$ cat src/design/ted_pkg.sv
`default_nettype none

package ted_pkg;

   // Longest text whose output positions are counted exactly; positions saturate here.
   localparam int unsigned MaxTextLength = 65535;
   localparam logic [15:0] PosCap =
      (MaxTextLength < 65535) ? 16'(MaxTextLength) : 16'hFFFF;

   // Depth of the result queue behind the decoder. It must hold at least two entries.
   localparam int unsigned QueueDepth = 4;
   localparam int unsigned QueuePtrW  = $clog2(QueueDepth);
   localparam int unsigned QueueCntW  = $clog2(QueueDepth + 1);

   typedef enum logic [2:0] {
      ModeNormal  = 3'd0,
      ModeEscape  = 3'd1,
      ModeNumber  = 3'd2,
      ModeSlice   = 3'd3,
      ModeSwallow = 3'd4
   } mode_type;

   // Kinds of numeric escape.
   localparam logic [1:0] KindOctal   = 2'd0;
   localparam logic [1:0] KindHex     = 2'd1;
   localparam logic [1:0] KindUnicode = 2'd2;

   // Error codes carried on the final result of a string.
   localparam logic [2:0] ErrNone      = 3'd0;
   localparam logic [2:0] ErrUnclosed  = 3'd1;
   localparam logic [2:0] ErrTrailing  = 3'd2;
   localparam logic [2:0] ErrUnknown   = 3'd3;
   localparam logic [2:0] ErrBadNumber = 3'd4;
   localparam logic [2:0] ErrRange     = 3'd5;

   // Character codes.
   localparam logic [15:0] ChTab       = 16'h0009;
   localparam logic [15:0] ChNewline   = 16'h000A;
   localparam logic [15:0] ChReturn    = 16'h000D;
   localparam logic [15:0] ChQuote     = 16'h0022;
   localparam logic [15:0] ChApos      = 16'h0027;
   localparam logic [15:0] Ch0         = 16'h0030;
   localparam logic [15:0] Ch7         = 16'h0037;
   localparam logic [15:0] Ch8         = 16'h0038;
   localparam logic [15:0] Ch9         = 16'h0039;
   localparam logic [15:0] ChUpA       = 16'h0041;
   localparam logic [15:0] ChUpF       = 16'h0046;
   localparam logic [15:0] ChUpU       = 16'h0055;
   localparam logic [15:0] ChUpX       = 16'h0058;
   localparam logic [15:0] ChBackslash = 16'h005C;
   localparam logic [15:0] ChLowA      = 16'h0061;
   localparam logic [15:0] ChLowF      = 16'h0066;
   localparam logic [15:0] ChLowN      = 16'h006E;
   localparam logic [15:0] ChLowR      = 16'h0072;
   localparam logic [15:0] ChLowT      = 16'h0074;
   localparam logic [15:0] ChLowU      = 16'h0075;
   localparam logic [15:0] ChLowX      = 16'h0078;
   localparam logic [15:0] ChLBrace    = 16'h007B;
   localparam logic [15:0] ChRBrace    = 16'h007D;
   localparam logic [15:0] ByteMax     = 16'h00FF;

   typedef struct packed {
      mode_type    mode;
      logic [1:0]  kind;
      logic [2:0]  digits;
      logic [15:0] acc;
      logic [15:0] pos;
      logic [15:0] slice_start;
      logic [15:0] slice_length;
      logic [2:0]  saved_error;
   } state_type;

   typedef struct packed {
      logic [15:0] out_char;
      logic        slice_closed;
      logic [15:0] slice_start;
      logic [15:0] slice_length;
      logic [2:0]  error;
      logic        out_last;
   } res_type;

   function automatic logic [15:0] sat_inc(input logic [15:0] v);
      sat_inc = (v < PosCap) ? v + 16'd1 : PosCap;
   endfunction

   function automatic logic [2:0] kind_digits(input logic [1:0] kind);
      case (kind)
         KindOctal: kind_digits = 3'd3;
         KindHex:   kind_digits = 3'd2;
         default:   kind_digits = 3'd4;
      endcase
   endfunction

endpackage

`default_nettype wire

$ cat src/design/ted_decode.sv
`default_nettype none

module ted_decode (
   input  wire ted_pkg::state_type       cur,
   input  wire logic [15:0]              in_char,
   input  wire logic                     in_last,
   input  wire logic                     interp_en,
   output ted_pkg::state_type            nxt,
   output ted_pkg::res_type [1:0]        res,
   output logic [1:0]                    res_count
);
   import ted_pkg::*;

   logic        dig_ok;
   logic [3:0]  dig_val;
   logic [15:0] acc_shift;
   logic [15:0] acc_new;
   logic [2:0]  cnt_new;
   logic [15:0] esc_ch;
   logic        esc_hit;
   logic        a_emit;
   logic [15:0] a_ch;
   logic        a_closed;
   logic        a_last;
   logic        do_plain;
   logic        p_emit;
   logic        raise;
   logic [2:0]  raise_code;
   logic        raise_final;
   logic [1:0]  n;

   // Digit value of the current character for the kind of number in progress.
   always_comb begin
      dig_ok  = 1'b0;
      dig_val = 4'd0;
      if (in_char inside {[Ch0:Ch7]}) begin
         dig_ok  = 1'b1;
         dig_val = in_char[3:0];
      end else if (cur.kind != KindOctal) begin
         if (in_char inside {[Ch8:Ch9]}) begin
            dig_ok  = 1'b1;
            dig_val = in_char[3:0];
         end else if (in_char inside {[ChLowA:ChLowF], [ChUpA:ChUpF]}) begin
            dig_ok  = 1'b1;
            dig_val = in_char[3:0] + 4'd9;
         end
      end
   end

   assign acc_shift = (cur.kind == KindOctal) ? {cur.acc[12:0], 3'b000}
                                              : {cur.acc[11:0], 4'b0000};
   assign acc_new   = acc_shift | {12'd0, dig_val};
   assign cnt_new   = cur.digits + 3'd1;

   always_comb begin
      nxt         = cur;
      res         = '0;
      n           = 2'd0;
      esc_ch      = '0;
      esc_hit     = 1'b0;
      a_emit      = 1'b0;
      a_ch        = '0;
      a_closed    = 1'b0;
      a_last      = 1'b0;
      do_plain    = 1'b0;
      p_emit      = 1'b0;
      raise       = 1'b0;
      raise_code  = ErrNone;
      raise_final = in_last;

      case (cur.mode)
         ModeEscape: begin
            case (in_char)
               ChLowT: begin
                  esc_ch  = ChTab;
                  esc_hit = 1'b1;
               end
               ChLowN: begin
                  esc_ch  = ChNewline;
                  esc_hit = 1'b1;
               end
               ChLowR: begin
                  esc_ch  = ChReturn;
                  esc_hit = 1'b1;
               end
               ChQuote, ChApos, ChLBrace, ChBackslash: begin
                  esc_ch  = in_char;
                  esc_hit = 1'b1;
               end
               ChLowX, ChUpX: begin
                  nxt.mode   = ModeNumber;
                  nxt.kind   = KindHex;
                  nxt.acc    = '0;
                  nxt.digits = '0;
                  raise      = in_last;
                  raise_code = ErrBadNumber;
               end
               ChLowU, ChUpU: begin
                  nxt.mode   = ModeNumber;
                  nxt.kind   = KindUnicode;
                  nxt.acc    = '0;
                  nxt.digits = '0;
                  raise      = in_last;
                  raise_code = ErrBadNumber;
               end
               default: begin
                  if (in_char inside {[Ch0:Ch7]}) begin
                     nxt.mode   = ModeNumber;
                     nxt.kind   = KindOctal;
                     nxt.acc    = {13'd0, in_char[2:0]};
                     nxt.digits = 3'd1;
                     raise      = in_last;
                     raise_code = ErrBadNumber;
                  end else begin
                     raise      = 1'b1;
                     raise_code = ErrUnknown;
                  end
               end
            endcase
            if (esc_hit) begin
               nxt.mode = ModeNormal;
               a_emit   = 1'b1;
               a_ch     = esc_ch;
               a_last   = in_last;
            end
         end

         ModeNumber: begin
            if (dig_ok) begin
               nxt.acc    = acc_new;
               nxt.digits = cnt_new;
               if (cnt_new >= kind_digits(cur.kind)) begin
                  if (cur.kind != KindUnicode && acc_new > ByteMax) begin
                     raise      = 1'b1;
                     raise_code = ErrRange;
                  end else begin
                     nxt.mode = ModeNormal;
                     a_emit   = 1'b1;
                     a_ch     = acc_new;
                     a_last   = in_last;
                  end
               end else if (in_last) begin
                  raise      = 1'b1;
                  raise_code = ErrBadNumber;
               end
            end else if (cur.digits == 3'd0) begin
               raise      = 1'b1;
               raise_code = ErrBadNumber;
            end else if (cur.kind != KindUnicode && cur.acc > ByteMax) begin
               // The number closed by a non-digit is out of range: the string
               // is swallowed even when this character is its last.
               raise       = 1'b1;
               raise_code  = ErrRange;
               raise_final = 1'b0;
            end else begin
               nxt.mode = ModeNormal;
               a_emit   = 1'b1;
               a_ch     = cur.acc;
               do_plain = 1'b1;
            end
         end

         ModeSlice: begin
            nxt.slice_length = sat_inc(cur.slice_length);
            if (in_char == ChRBrace) begin
               nxt.mode = ModeNormal;
               a_emit   = 1'b1;
               a_ch     = in_char;
               a_closed = 1'b1;
               a_last   = in_last;
            end else if (in_last) begin
               raise      = 1'b1;
               raise_code = ErrUnclosed;
            end else begin
               a_emit = 1'b1;
               a_ch   = in_char;
            end
         end

         ModeSwallow: begin
            raise      = in_last;
            raise_code = cur.saved_error;
         end

         default: begin
            do_plain = 1'b1;
         end
      endcase

      // First character result of the step.
      if (a_emit) begin
         res[n[0]].out_char     = a_ch;
         res[n[0]].slice_closed = a_closed;
         res[n[0]].slice_start  = a_closed ? nxt.slice_start : 16'd0;
         res[n[0]].slice_length = a_closed ? nxt.slice_length : 16'd0;
         res[n[0]].error        = ErrNone;
         res[n[0]].out_last     = a_last;
         n       = n + 2'd1;
         nxt.pos = sat_inc(nxt.pos);
         if (a_last) begin
            nxt = '0;
         end
      end

      // Ordinary character handling, also for the character that ended a number.
      if (do_plain) begin
         nxt.mode = ModeNormal;
         if (in_char == ChLBrace && interp_en) begin
            if (in_last) begin
               raise      = 1'b1;
               raise_code = ErrUnclosed;
            end else begin
               nxt.slice_start  = nxt.pos;
               nxt.slice_length = 16'd1;
               nxt.mode         = ModeSlice;
               p_emit           = 1'b1;
            end
         end else if (in_char == ChBackslash) begin
            if (in_last) begin
               raise      = 1'b1;
               raise_code = ErrTrailing;
            end else begin
               nxt.mode = ModeEscape;
            end
         end else begin
            p_emit = 1'b1;
         end
      end

      if (p_emit) begin
         res[n[0]].out_char     = in_char;
         res[n[0]].slice_closed = 1'b0;
         res[n[0]].slice_start  = 16'd0;
         res[n[0]].slice_length = 16'd0;
         res[n[0]].error        = ErrNone;
         res[n[0]].out_last     = in_last;
         n       = n + 2'd1;
         nxt.pos = sat_inc(nxt.pos);
         if (in_last) begin
            nxt = '0;
         end
      end

      if (raise) begin
         if (raise_final) begin
            res[n[0]].out_char     = 16'd0;
            res[n[0]].slice_closed = 1'b0;
            res[n[0]].slice_start  = 16'd0;
            res[n[0]].slice_length = 16'd0;
            res[n[0]].error        = raise_code;
            res[n[0]].out_last     = 1'b1;
            n   = n + 2'd1;
            nxt = '0;
         end else begin
            nxt.saved_error = raise_code;
            nxt.mode        = ModeSwallow;
         end
      end

      res_count = n;
   end

endmodule

`default_nettype wire

$ cat src/design/ted_result_queue.sv
`default_nettype none

module ted_result_queue (
   input  wire logic                  clock,
   input  wire logic                  reset,
   input  wire logic [1:0]            push_count,
   input  wire ted_pkg::res_type [1:0] push_data,
   input  wire logic                  pop,
   output ted_pkg::res_type           head,
   output logic                       not_empty,
   output logic                       room_for_two
);
   import ted_pkg::*;

   res_type              mem_ff [QueueDepth];
   logic [QueuePtrW-1:0] wr_ptr_ff, wr_ptr_in;
   logic [QueuePtrW-1:0] rd_ptr_ff, rd_ptr_in;
   logic [QueueCntW-1:0] count_ff, count_in;
   logic [QueuePtrW-1:0] wr_ptr_next;

   assign wr_ptr_next  = wr_ptr_ff + QueuePtrW'(1);
   assign head         = mem_ff[rd_ptr_ff];
   assign not_empty    = (count_ff != '0);
   assign room_for_two = (count_ff <= QueueCntW'(QueueDepth - 2));

   assign wr_ptr_in = wr_ptr_ff + QueuePtrW'(push_count);
   assign rd_ptr_in = rd_ptr_ff + QueuePtrW'(pop);
   assign count_in  = count_ff + QueueCntW'(push_count) - QueueCntW'(pop);

   always_ff @(posedge clock) begin
      if (push_count != 2'd0) begin
         mem_ff[wr_ptr_ff] <= push_data[0];
      end
      if (push_count == 2'd2) begin
         mem_ff[wr_ptr_next] <= push_data[1];
      end
   end

   always_ff @(posedge clock) begin
      if (reset) begin
         wr_ptr_ff <= '0;
         rd_ptr_ff <= '0;
         count_ff  <= '0;
      end else begin
         wr_ptr_ff <= wr_ptr_in;
         rd_ptr_ff <= rd_ptr_in;
         count_ff  <= count_in;
      end
   end

endmodule

`default_nettype wire

$ cat src/design/text_escape_decoder.sv
`default_nettype none

// Channel   Ports                                   Beat moves
// --------  --------------------------------------  --------------------------------
// req       req_valid, req_stall, req_in_*          one source character of a string
// rsp       rsp_valid, rsp_stall, rsp_*             one decoded character or error
// csr       csr_valid, csr_ready, csr_*             interpolation enable bit
//
// The decoder takes one character beat per cycle while req_stall is low. Its parse state
// is updated in the same cycle and the results go straight into a small result queue.
// A character that ends a short numeric escape gives two results; the queue drains them
// one per cycle while rsp_stall is low, and req_stall rises while the queue has fewer
// than two free entries. Reset is synchronous and clears the parse state, the queue and
// the enable bit. The csr channel is always ready.

module text_escape_decoder (
   input  wire logic        clock,
   input  wire logic        reset,

   input  wire logic        req_valid,
   output logic             req_stall,
   input  wire logic [15:0] req_in_char,
   input  wire logic        req_in_last,

   output logic             rsp_valid,
   input  wire logic        rsp_stall,
   output logic [15:0]      rsp_out_char,
   output logic             rsp_slice_closed,
   output logic [15:0]      rsp_slice_start,
   output logic [15:0]      rsp_slice_length,
   output logic [2:0]       rsp_error,
   output logic             rsp_out_last,

   input  wire logic        csr_valid,
   output logic             csr_ready,
   input  wire logic        csr_interpolation_enable
);
   import ted_pkg::*;

   // Configuration: interpolation is sampled at each opening brace.
   logic interp_en_ff, interp_en_in;

   // Parse state carried from one character to the next.
   state_type state_ff, state_in;

   res_type [1:0] dec_res;
   logic [1:0]    dec_count;
   logic [1:0]    push_count;
   logic          req_accept;
   logic          rsp_accept;
   logic          queue_room;
   res_type       head;

   assign csr_ready    = 1'b1;
   assign interp_en_in = (csr_valid && csr_ready) ? csr_interpolation_enable
                                                  : interp_en_ff;

   // Input beats are taken only while the queue can hold the worst case of two results.
   assign req_stall  = !queue_room;
   assign req_accept = req_valid && !req_stall;
   assign rsp_accept = rsp_valid && !rsp_stall;
   assign push_count = req_accept ? dec_count : 2'd0;

   ted_decode u_decode (
      .cur       (state_ff),
      .in_char   (req_in_char),
      .in_last   (req_in_last),
      .interp_en (interp_en_ff),
      .nxt       (state_in),
      .res       (dec_res),
      .res_count (dec_count)
   );

   ted_result_queue u_queue (
      .clock        (clock),
      .reset        (reset),
      .push_count   (push_count),
      .push_data    (dec_res),
      .pop          (rsp_accept),
      .head         (head),
      .not_empty    (rsp_valid),
      .room_for_two (queue_room)
   );

   always_ff @(posedge clock) begin
      if (reset) begin
         interp_en_ff <= 1'b0;
         state_ff     <= '0;
      end else begin
         interp_en_ff <= interp_en_in;
         if (req_accept) begin
            state_ff <= state_in;
         end
      end
   end

   assign rsp_out_char     = head.out_char;
   assign rsp_slice_closed = head.slice_closed;
   assign rsp_slice_start  = head.slice_start;
   assign rsp_slice_length = head.slice_length;
   assign rsp_error        = head.error;
   assign rsp_out_last     = head.out_last;

endmodule

`default_nettype wire

$ cat config.mk
export PLATFORM = sky130hd
export DESIGN_NAME = text_escape_decoder
export DESIGN_NICKNAME = d
export VERILOG_FILES = /design/src/design/ted_pkg.sv /design/src/design/ted_decode.sv /design/src/design/ted_result_queue.sv /design/src/design/text_escape_decoder.sv
export SDC_FILE = /design/constraint.sdc
export NUM_CORES = 1
export LEC_CHECK = 0
export BUFFER_PORTS_ARGS = -buffer_cell sky130_fd_sc_hd__buf_2
export CORE_UTILIZATION = 62
export CTS_CLUSTER_SIZE = 10
export DETAILED_ROUTE_END_ITERATION = 6
export HOLD_SLACK_MARGIN = 0.03
export MAX_ROUTING_LAYER = met4
export PLACE_DENSITY = 0.87
export SLEW_MARGIN = 20
export SYNTH_ARGS = -nofsm -noshare
export SYNTH_HDL_FRONTEND = slang
export SYNTH_SLANG_ARGS = --single-unit
$ cat constraint.sdc
create_clock -name clock -period 9.6 [get_ports clock]
set_input_delay 0.96 -clock clock [delete_from_list [all_inputs] [get_ports clock]]
set_output_delay 0.96 -clock clock [all_outputs]
set_load 0.05 [all_outputs]
==> metrics.md, run 1 <==
| Metric | Value |
|---|---|
| Status | `completed` |
| Crit-path leading delay family | `simple AND/OR/NAND/NOR gates` |
| Synth Warn # | `0` |
| Drt pass-1 iters | `6` |
| Port buffer count | `77` |
| DP HPWL | `30.0 mm` |
| Buf/Inv on CP | `2` |
| Dpl ws | `2.65 ns` |
| Design area | `17600 sq um` |
| Share of cells above drive strength 1 | `15.0%` |
| DRT Wirelength | `49.9 mm` |
| Slowest-stage cell, CP | `nand2_1` |
| Hold_buf cts | `0` |
| Initial Util | `63.5%` |
| Routability cong. | `0.993` |
| Flops & latches, synth | `295` |
| H-Tree Depth | `2` |
| Worst hold slack | `0.492 ns` |
| Multiplexer area fraction after synthesis | `10.0%` |
| Clock slew seen by the registers of the worst setup and hold paths | `0.06 ns` |
| Ant diodes | `0` |
| Final-stage net count | `1601` |
| CP Capture Type | `flop` |
| Unrepaired setup endpoints after global routing | `false` |
| Power, Total | `3.81 mW` |
| Post-route non-filler standard cell count | `1908` |
| Post-Synth XOR/XNOR Area | `0.874%` |
| Worst Skew | `0.0257 ns` |
| Max clock buf depth | `3` |
| Startpoint types | `primary input` |
| Post-Synth Simple-Gate Area | `18.5%` |
| Max-Cap Viols | `0` |
| CTS buffer count | `35` |
| Most frequent cells in the layout | `edfxtp_1, nor2_1, nand2_1` |
| Post-synthesis compound-gate area fraction | `15.3%` |
| Ys flop type | `edfxtp_1` |
| Area growth syn-to-layout | `9.78%` |
| Sequential area share after synthesis | `50.1%` |
| Antenna violations before repair | `0` |
| Hold WC Path Type | `reg -> reg` |
| Slew margin rel. | `24.6%` |
| CTS tree | `yes` |
| Gr usage total | `38.2%` |
| Fin crit share | `73.8%` |
| Fillcell total | `1679` |
| Max Fclk | `141 MHz` |
| Cell Count Post-Placement | `1850` |
| Worst slew pin tran | `1.13 ns` |
| Largest stage delay, worst path | `0.93 ns` |
| Mapped Nets | `1588` |
| Largest family of logic cells by synthesized area | `simple AND/OR/NAND/NOR gates` |
| Root Driver | `clkbuf_16` |
| Setup TNS | `0 ns` |
| Vias in the first global route | `12763` |
| Syn Area/Cell | `10.4 sq um` |
| Remaining antenna violation count | `0` |
| Final setup violating endpoints | `0` |
| Gr ovfl total | `0` |
| Final Worst Setup Slack | `2.51 ns` |
| Post-synthesis adder-cell area fraction | `1.61%` |
| Netlist cell types | `93` |
| DRC Markers | `0` |
| Cell count after synthesis | `1545` |
| Vias/cell | `7.23` |
| Die area | `26500 sq um` |
| Pwr dens | `217 nW/um^2` |
| Drt first-iter violations | `2146` |
| Postcts setup bufs | `0` |
| Critical Path RT | `9.82 ns` |
| Crit path max fanout | `21` |
| Dpl cell area | `16500 sq um` |
| CP Cell Sequence | `buf_2, inv_1, ha_1, nor4b_1, a2111oi_0, a211oi_1, o41ai_1, a21oi_2, nand2_1, ha_1, or3b_1, a21oi_2, nand3_1, nand2_1, nor2_1` |
| Leak | `6.26 nW` |
| Final core occ | `69.7%` |
| Commonest non-fill, non-tap cell in the layout | `edfxtp_1` |
| # IOs | `79` |
| EDFF count, synth | `212` |
| Fin crit period | `7.09 ns` |
| Worst VDD drop | `0.000212 V` |
| Clk sinks | `295` |
| Core footprint | `25300 sq um` |
| Ys async rst share | `0%` |
| Final hold vios | `0` |
| WS Path Type | `in -> reg` |
| First-pass GRT wire length | `74.6 mm` |
| Crit path DAT | `7.31 ns` |
| Die Y | `163 um` |
| Rows | `58` |
| Die width | `163 um` |
| Fin. max-slew vios | `0` |
| Post-CTS resize count | `0` |
| Routed len/inst | `26.2 um` |
| Clk_lat worst skew | `0.53 ns` |
| Vias | `13798` |
| Synthesized area | `16000 sq um` |
| Largest net degree at the start of global routing | `74` |
## worst reg2reg max path, stage by stage, from the launching register on
cell	delay (ns)
dfxtp_1	0.44
inv_1	0.10
nand2_1	0.16
clkinv_1	0.53
ha_1	0.52
nor2b_1	0.05
o21a_1	0.24
o41ai_1	0.67
a21oi_2	0.31
nand2_1	0.38
ha_1	0.50
or3b_1	0.49
a21oi_2	0.42
nand3_1	0.76
nand2_1	0.94
nor2_1	0.22
## logic make-up after synthesis
group                    after synthesis
other                                  1
AO/OA/AOI/OAI                        360
buffers and inverters                148
adder cells (fa/ha/maj)               20
XOR/XNOR                              16
flip-flops                           295
AND/OR/NAND/NOR                      611
multiplexers                          94
## cells in the mapped netlist (all sizes together), types with 26 or more instances
cell    number  area share, %
a21oi       86            2.8
a22oi       31            1.5
and2        26            1.0
and3        65            2.5
clkbuf      97            2.3
dfxtp       83             10
edfxtp     212             40
inv         28           0.66
mux2i       40            2.5
mux4        53            7.4
nand2      129            3.0
nand3       83            2.6
nor2       205            4.8
o21ai       86            2.7
## area by class of cell
type	instances	area, sq um	share of cell area (%)
clock buffer	55	992	5.64
clock inverter	2	25.0	0.142
inverter	29	109	0.619
multi-input combinational	1102	7480	42.5
sequential	295	8030	45.6
tap	330	413	2.35
timing repair buffer	95	541	3.07
## where the power goes
group / total, mW / switching [mW] / internal, mW
clock: 1.23 / 0.523 / 0.707
combinational: 1.04 / 0.736 / 0.303
sequential: 1.54 / 0.0653 / 1.48
## layer usage
| layer | vias up | wire length (um) | share of wire [%] | GRT usage, % |
|---|---|---|---|---|
| met3 | 187 | 6580 | 13 | 8.17 |
| met5 | - | 0 | 0 | - |
| met1 | 6526 | 18500 | 37 | 51.7 |
| met4 | 0 | 1930 | 3.9 | 12.1 |
| met2 | 1246 | 22900 | 46 | 57.8 |
| li1 | 5839 | - | - | - |
## worst paths after layout
path	startpoint	end	slack, ns	cells after the start
setup / recovery	req_in_char[1]	u_queue.mem_ff[1][15]	2.51	15
setup reg to reg	state_ff[70]	u_queue.mem_ff[1][15]	2.56	15
hold / removal	state_ff[65]	state_ff[65]	0.49	1
hold reg to reg	state_ff[65]	state_ff[65]	0.49	1
## flip-flops by register name (all words and copies together), names as in the netlist
| name | flops |
|---|---|
| interp_en_ff | 1 |
| state_ff | 75 |
| u_queue.count_ff | 3 |
| u_queue.rd_ptr_ff | 2 |
| u_queue.wr_ptr_ff | 2 |
| u_queue.mem_ff | 212 |
No activity file was read; power rests on OpenSTA's default activity.
==> inputs of run 2 (changes only) <==
--- a/config.mk
+++ b/config.mk
@@ -6,12 +6,12 @@
 export NUM_CORES = 1
 export LEC_CHECK = 0
 export BUFFER_PORTS_ARGS = -buffer_cell sky130_fd_sc_hd__buf_2
-export CORE_UTILIZATION = 62
+export CORE_UTILIZATION = 56
 export CTS_CLUSTER_SIZE = 10
 export DETAILED_ROUTE_END_ITERATION = 6
 export HOLD_SLACK_MARGIN = 0.03
 export MAX_ROUTING_LAYER = met4
-export PLACE_DENSITY = 0.87
+export PLACE_DENSITY = 0.84
 export SLEW_MARGIN = 20
 export SYNTH_ARGS = -nofsm -noshare
 export SYNTH_HDL_FRONTEND = slang
==> constraint.sdc (replaced) <==
create_clock -name clock -period 6.2 [get_ports clock]
set_input_delay 0.62 -clock clock [delete_from_list [all_inputs] [get_ports clock]]
set_output_delay 0.62 -clock clock [all_outputs]
set_load 0.05 [all_outputs]
==> metrics.md, run 2 (synthesized netlist as in run 1, its figures left out) <==
| Metric | Value |
|---|---|
| Status | `completed` |
| Design area | `17900 sq um (+2.0%)` |
| Vias/cell | `6.65 (-8.0%)` |
| Met3 WL post-DR | `4.77 mm (-28%)` |
| Dpl ws | `0.673 ns (-1.98 ns)` |
| Critical Path RT | `6.61 ns (-3.21 ns)` |
| Routability cong. | `0.987 (-0.57%)` |
| Gr usage total | `31.8% (-6.4 points)` |
| Die area | `29300 sq um (+11%)` |
| Largest net degree at the start of global routing | `74 (unchanged)` |
| Port buffer count | `77 (unchanged)` |
| Worst hold slack | `0.335 ns (-0.157 ns)` |
| Final setup violating endpoints | `0 (unchanged)` |
| Max clock buf depth | `3 (unchanged)` |
| Share of cells above drive strength 1 | `16.3% (+1.4 points)` |
| Met1 wire length | `17.9 mm (-2.9%)` |
| Clk sinks | `295 (unchanged)` |
| Slew margin rel. | `27.7% (+3.2 points)` |
| First-pass GRT wire length | `69.6 mm (-6.7%)` |
| Worst Skew | `0.0264 ns (+0.000710 ns)` |
| Max reg flops | `212 (unchanged)` |
| # IOs | `79 (unchanged)` |
| CTS tree | `yes` |
| Routed len/inst | `22.6 um (-13%)` |
| Slowest-stage cell, CP | `a2111o_1` |
| Max Fclk | `195 MHz` |
| Final-stage net count | `1631 (+1.9%)` |
| Most frequent cells in the layout | `edfxtp_1, nor2_1, nand2_1` |
| DRC Markers | `0 (unchanged)` |
| Root Driver | `clkbuf_16` |
| DRT Wirelength | `45.0 mm (-9.8%)` |
| Power, Total | `5.85 mW (+54%)` |
| Max-Cap Viols | `0 (unchanged)` |
| Hold WC Path Type | `in -> reg` |
| Highest routed layer | `met4` |
| Startpoint types | `primary input` |
| Fin. max-slew vios | `0 (unchanged)` |
| Worst VDD drop | `0.000192 V (-9.5%)` |
| Core footprint | `27900 sq um (+11%)` |
| H-Tree Depth | `2 (unchanged)` |
| Drt pass-1 iters | `6 (unchanged)` |
| Final hold vios | `0 (unchanged)` |
| Drt first-iter violations | `1866 (-13%)` |
| Crit path max fanout | `22 (+4.8%)` |
| CP Cell Sequence | `buf_2, inv_1, ha_1, nor4b_1, a2111oi_0, a21o_1, a2111o_1, or2_2, nand2_1, buf_4, inv_2, buf_4, o31ai_1, ha_1, nand4b_1, nor3b_2, buf_4, and3_1, a21oi_1, a311oi_1` |
| Remaining antenna violation count | `0 (unchanged)` |
| Vias in the first global route | `12484 (-2.2%)` |
| Worst path most repeated cell | `buf_4` |
| Unrepaired setup endpoints after global routing | `false` |
| Crit path DAT | `5.53 ns (-1.78 ns)` |
| Hold_buf cts | `0 (unchanged)` |
| Leak | `6.42 nW (+2.5%)` |
| Fillcell total | `2060 (+23%)` |
| Post-CTS resize count | `0 (unchanged)` |
| Antenna violations before repair | `0 (unchanged)` |
| Die Y | `171 um (+5.2%)` |
| DR WL met2 | `20.8 mm (-9.1%)` |
| Worst slew pin tran | `1.08 ns (-0.0471 ns)` |
| Top reg by flops | `u_queue.mem_ff` |
| Postcts setup bufs | `0 (unchanged)` |
| Die width | `171 um (+5.2%)` |
| Setup TNS | `0 ns (unchanged)` |
| Clock slew seen by the registers of the worst setup and hold paths | `0.05 ns (about the same)` |
| Fin crit period | `5.12 ns` |
| Top flop regs | `u_queue.mem_ff x212, state_ff x75, u_queue.count_ff x3` |
| Commonest non-fill, non-tap cell in the layout | `edfxtp_1` |
| Fin crit share | `82.6%` |
| Vias | `13230 (-4.1%)` |
| Initial Util | `57.4% (-6.1 points)` |
| CP Capture Type | `flop` |
| Rows | `61 (+5.2%)` |
| WS Path Type | `in -> reg` |
| Final Worst Setup Slack | `1.08 ns (-1.44 ns)` |
| Largest stage delay, worst path | `0.51 ns (-0.42 ns)` |
| Area growth syn-to-layout | `12.0%` |
| Gr ovfl total | `0 (unchanged)` |
| Pwr dens | `326 nW/um^2 (+51%)` |
| Dpl cell area | `16900 sq um (+2.2%)` |
| Ant diodes | `0 (unchanged)` |
| Clk_lat worst skew | `0.53 ns (about the same)` |
| CTS buffer count | `36 (+2.9%)` |
| DP HPWL | `29.9 mm (-0.43%)` |
## run 2: cell count changes in the layout (fill, tap and decap cells not counted), moves of 2 or more
| cell | before | now |
|---|---|---|
| clkinv_1 | 1 | 3 |
| and3_2 | 3 | 0 |
| buf_12 | 0 | 6 |
| and3_1 | 62 | 65 |
| buf_4 | 17 | 41 |
## run 2: final cells by class
cell class              count  area (sq um)  area share (%)
clock buffers              53           975            5.43
clock inverters             7          65.1           0.363
inverters                  29           109           0.607
multi-input cells        1102          7480            41.7
flip-flops and latches    295          8030            44.8
well taps                 378           473            2.64
repair buffers            124           813            4.53
## run 2: power breakdown
group	total [mW]	internal (mW)	switching (mW)
clock	1.88	1.09	0.785
sequential	2.36	2.28	0.0758
combinational	1.61	0.477	1.14
total	5.85	3.86	2.00
## run 2: layer usage
layer  GRT usage (%)  vias to the layer above
met5               -                        -
met4            11.3                        0
met3            4.86                      111
met2            48.6                      900
met1            43.4                     6323
li1                -                     5896
## run 2: critical path: cells and delay by family
kind	cells	cell delay, ns
buffers and inverters	6	0.96
adder cells (fa/ha/maj)	2	0.52
AND/OR/NAND/NOR	6	1.67
AO/OA/AOI/OAI	6	1.78
## run 2: final timing paths
kind                       end                startpoint  cells after the start  slack, ns
setup reg to reg  state_ff[48]              state_ff[71]                     21       1.11
setup / recovery  state_ff[48]            req_in_char[1]                     20       1.08
hold reg to reg   state_ff[64]              state_ff[64]                      1       0.50
hold / removal    interp_en_ff  csr_interpolation_enable                      3       0.34
## run 2: metrics by stage
stage / utilization (%) / std cells
after detailed placement: 60.5 / 1928
after floorplan: - / 1545
after global routing: 64.2 / 1988
after CTS: 64.2 / 1988
after global placement: 60.5 / 1928
final: 64.2 / 1988
==> inputs of run 3 (changes only) <==
--- a/config.mk
+++ b/config.mk
@@ -5,13 +5,14 @@
 export SDC_FILE = /design/constraint.sdc
 export NUM_CORES = 1
 export LEC_CHECK = 0
+export ABC_AREA = 1
 export BUFFER_PORTS_ARGS = -buffer_cell sky130_fd_sc_hd__buf_2
-export CORE_UTILIZATION = 56
+export CORE_UTILIZATION = 57
 export CTS_CLUSTER_SIZE = 10
 export DETAILED_ROUTE_END_ITERATION = 6
 export HOLD_SLACK_MARGIN = 0.03
 export MAX_ROUTING_LAYER = met4
-export PLACE_DENSITY = 0.84
+export PLACE_DENSITY = 0.85
 export SLEW_MARGIN = 20
 export SYNTH_ARGS = -nofsm -noshare
 export SYNTH_HDL_FRONTEND = slang
==> constraint.sdc (replaced) <==
create_clock -name clock -period 4.25 [get_ports clock]
set_input_delay 0.425 -clock clock [delete_from_list [all_inputs] [get_ports clock]]
set_output_delay 0.425 -clock clock [all_outputs]
set_load 0.05 [all_outputs]
==> metrics.md, run 3 <==
| Metric | Value |
|---|---|
| Rows | `63 (+3.3%)` |
| Crit path DAT | `4.38 ns (-1.15 ns)` |
| Slew margin rel. | `32.5% (+4.7 points)` |
| Pwr dens | `582 nW/um^2 (+78%)` |
| Startpoint types | `flop` |
| Vias/cell | `6.11 (-8.3%)` |
| Vias | `16546 (+25%)` |
| Fin crit share | `94.0%` |
| Commonest non-fill, non-tap cell in the layout | `nor2_1` |
| Most common cell in the synthesized netlist | `nor2_1` |
| Drt first-iter violations | `2306 (+24%)` |
| EDFF count, synth | `212 (unchanged)` |
| Drt pass-1 iters | `6 (unchanged)` |
| Top flop regs | `u_queue.mem_ff x212, state_ff x75, u_queue.count_ff x3` |
| Flops & latches, synth | `295 (unchanged)` |
| Share of cells above drive strength 1 | `12.7% (-3.7 points)` |
| Final-stage net count | `2334 (+43%)` |
| Cell count after synthesis | `2224 (+44%)` |
| Clk_lat worst skew | `0.53 ns (about the same)` |
| Sequential area share after synthesis | `46.4% (-3.7 points)` |
| Final hold vios | `0 (unchanged)` |
| Hold WC Path Type | `in -> reg` |
| Setup TNS | `0 ns (unchanged)` |
| CP Capture Type | `flop` |
| Yosys top cell area share | `36.8% (-3.0 points)` |
| Die Y | `176 um (+3.0%)` |
| Cell Count Post-Placement | `2642 (+37%)` |
| # IOs | `79 (unchanged)` |
| Syn Area/Cell | `7.79 sq um (-25%)` |
| Dpl cell area | `18300 sq um (+8.2%)` |
| Post-route non-filler standard cell count | `2710 (+36%)` |
| Commonest cells post-synth | `nor2_1, nand2_1, edfxtp_1` |
| Reg2reg start | `state_ff[67]` |
| Die area | `31100 sq um (+6.1%)` |
| Ant diodes | `0 (unchanged)` |
| Most frequent cells in the layout | `nor2_1, nand2_1, edfxtp_1` |
| Top reg by flops | `u_queue.mem_ff` |
| CP Launch Point | `state_ff[67]` |
| Max clock buf depth | `3 (unchanged)` |
| Design area | `19500 sq um (+8.5%)` |
| Postcts setup bufs | `0 (unchanged)` |
| Ys async rst share | `0% (unchanged)` |
| Port buffer count | `77 (unchanged)` |
| Leak | `7.38 nW (+15%)` |
| Max reg flops | `212 (unchanged)` |
| Netlist cell types | `59 (-37%)` |
| Routed len/inst | `19.6 um (-14%)` |
| Hold Crit Start | `csr_valid` |
| Fin. max-slew vios | `0 (unchanged)` |
| Area growth syn-to-layout | `12.4%` |
| Antenna violations before repair | `0 (unchanged)` |
| Clock slew seen by the registers of the worst setup and hold paths | `0.05 ns (about the same)` |
| Worst Skew | `0.0301 ns (+0.00370 ns)` |
| Max Fclk | `250 MHz` |
| Top cells by area, synth | `edfxtp_1, dfxtp_1, nor2_1, nand2_1, o21ai_0` |
| Worst slew pin tran | `1.00 ns (-0.0778 ns)` |
| Max-Cap Viols | `0 (unchanged)` |
| Clk sinks | `295 (unchanged)` |
| Critical Path RT | `4.63 ns (-1.98 ns)` |
| WS Path Type | `reg -> reg` |
| Die width | `176 um (+3.0%)` |
| Status | `completed` |
| CTS buffer count | `37 (+2.8%)` |
| Remaining antenna violation count | `0 (unchanged)` |
| DRC Markers | `0 (unchanged)` |
| Routability cong. | `1.02 (+3.4%)` |
| Vias in the first global route | `15345 (+23%)` |
| H-Tree Depth | `2 (unchanged)` |
| Root Driver | `clkbuf_16` |
| Gr ovfl total | `0 (unchanged)` |
| Ys flop type | `edfxtp_1` |
| Synth Warn # | `0 (unchanged)` |
| Worst VDD drop | `0.000428 V (+120%)` |
| Core footprint | `29800 sq um (+6.7%)` |
| Gr usage total | `34.8% (+3.0 points)` |
| Crit path max fanout | `7 (-68%)` |
| Synthesized area | `17300 sq um (+8.0%)` |
| DRT Wirelength | `53.0 mm (+18%)` |
| Final core occ | `65.3% (+1.1 points)` |
| Fin crit period | `3.99 ns` |
| CTS tree | `yes` |
| Fillcell total | `2392 (+16%)` |
| First-pass GRT wire length | `82.0 mm (+18%)` |
| Top cell type by total area after synthesis | `edfxtp_1` |
| Largest net degree at the start of global routing | `77 (+4.1%)` |
| DP HPWL | `36.0 mm (+20%)` |
| Power, Total | `11.3 mW (+94%)` |
| Hold_buf cts | `0 (unchanged)` |
| Mapped Nets | `2267 (+43%)` |
| Initial Util | `58.1% (+0.74 points)` |
| Final setup violating endpoints | `0 (unchanged)` |
## run 3: changes by cell type in the layout (fill, tap and decap cells not counted), moves of 64 or more
cell | previous run | this run
nand2_1 | 128 | 381
nor2_1 | 201 | 423
o21ai_0 | 34 | 201
inv_1 | 23 | 179
a21oi_1 | 81 | 171
o22ai_1 | 6 | 86
and3_1 | 65 | 1
## run 3: path summary, 6_finish.rpt
path	depth (start not counted)	slack [ns]	endpoint
max	23	0.26	u_queue.count_ff[2]
min	2	0.09	interp_en_ff
max reg2reg	23	0.26	u_queue.count_ff[2]
min reg2reg	2	0.46	state_ff[33]
## run 3: where the power goes
group          switching (mW)  internal [mW]
clock                    1.21           1.71
combinational            3.41           1.04
sequential              0.219           3.74
total                    4.83           6.50
## run 3: per-layer routing
layer	vias to the layer above	part of all wire, %	wire length, um	GRT usage, %
met5	-	0	0	-
met3	150	12	6440	7.71
met1	7659	38	20300	44.1
met2	1053	46	24300	54.2
met4	0	3.6	1910	13.5
li1	7684	-	-	-
## run 3: what timing repair did
action	CTS	global route
resized for setup	0	10
setup endpoints to repair	0	216
endpoints found under the hold margin	0	0
## run 3: cells by family (layout without fill, tap and decap cells)
family	Yosys count	after routing	synth area share (%)
buffers and inverters	321	417	7.96
DFF	295	295	46.4
and+or+nand+nor	1035	1035	26.0
xor gates and xnor gates	19	19	0.961
other	1	1	0.0217
adders and majority gates	20	20	1.49
AOI/OAI and AO/OA	533	533	17.2
## run 3: cell type report
class / instances / area (sq um) / share of cell area [%]
Clock inverter: 6 / 63.8 / 0.328
Clock buffer: 62 / 1060 / 5.45
Sequential cell: 295 / 8030 / 41.3
Inverter: 201 / 761 / 3.91
Multi-Input combinational cell: 1608 / 7970 / 41.0
Tap cell: 390 / 488 / 2.51
Timing Repair Buffer: 148 / 1080 / 5.55
## run 3: critical path: stages (launching register included)
cell	delay, ns
dfxtp_2	0.36
ha_1	0.24
xnor2_2	0.15
inv_1	0.07
ha_1	0.33
a21oi_1	0.13
o21ai_0	0.12
a31oi_2	0.27
nor2_1	0.12
a21oi_1	0.13
nand2_1	0.08
nand2_1	0.08
nand2_1	0.08
nor2_2	0.18
nand2_4	0.11
nand2_1	0.09
o21ai_2	0.07
nor2_4	0.15
inv_1	0.11
ha_1	0.31
fa_1	0.43
xor2_1	0.17
inv_1	0.06
nor2_1	0.03
## run 3: through the flow
step	setup WS [ns]	hold slack, ns
floorplan	0.140	0.444
global placement	0.166	0.451
detailed placement	0.0788	0.455
CTS	0.0391	0.0740
global route	-0.00616	0.100
finish	0.255	0.0857
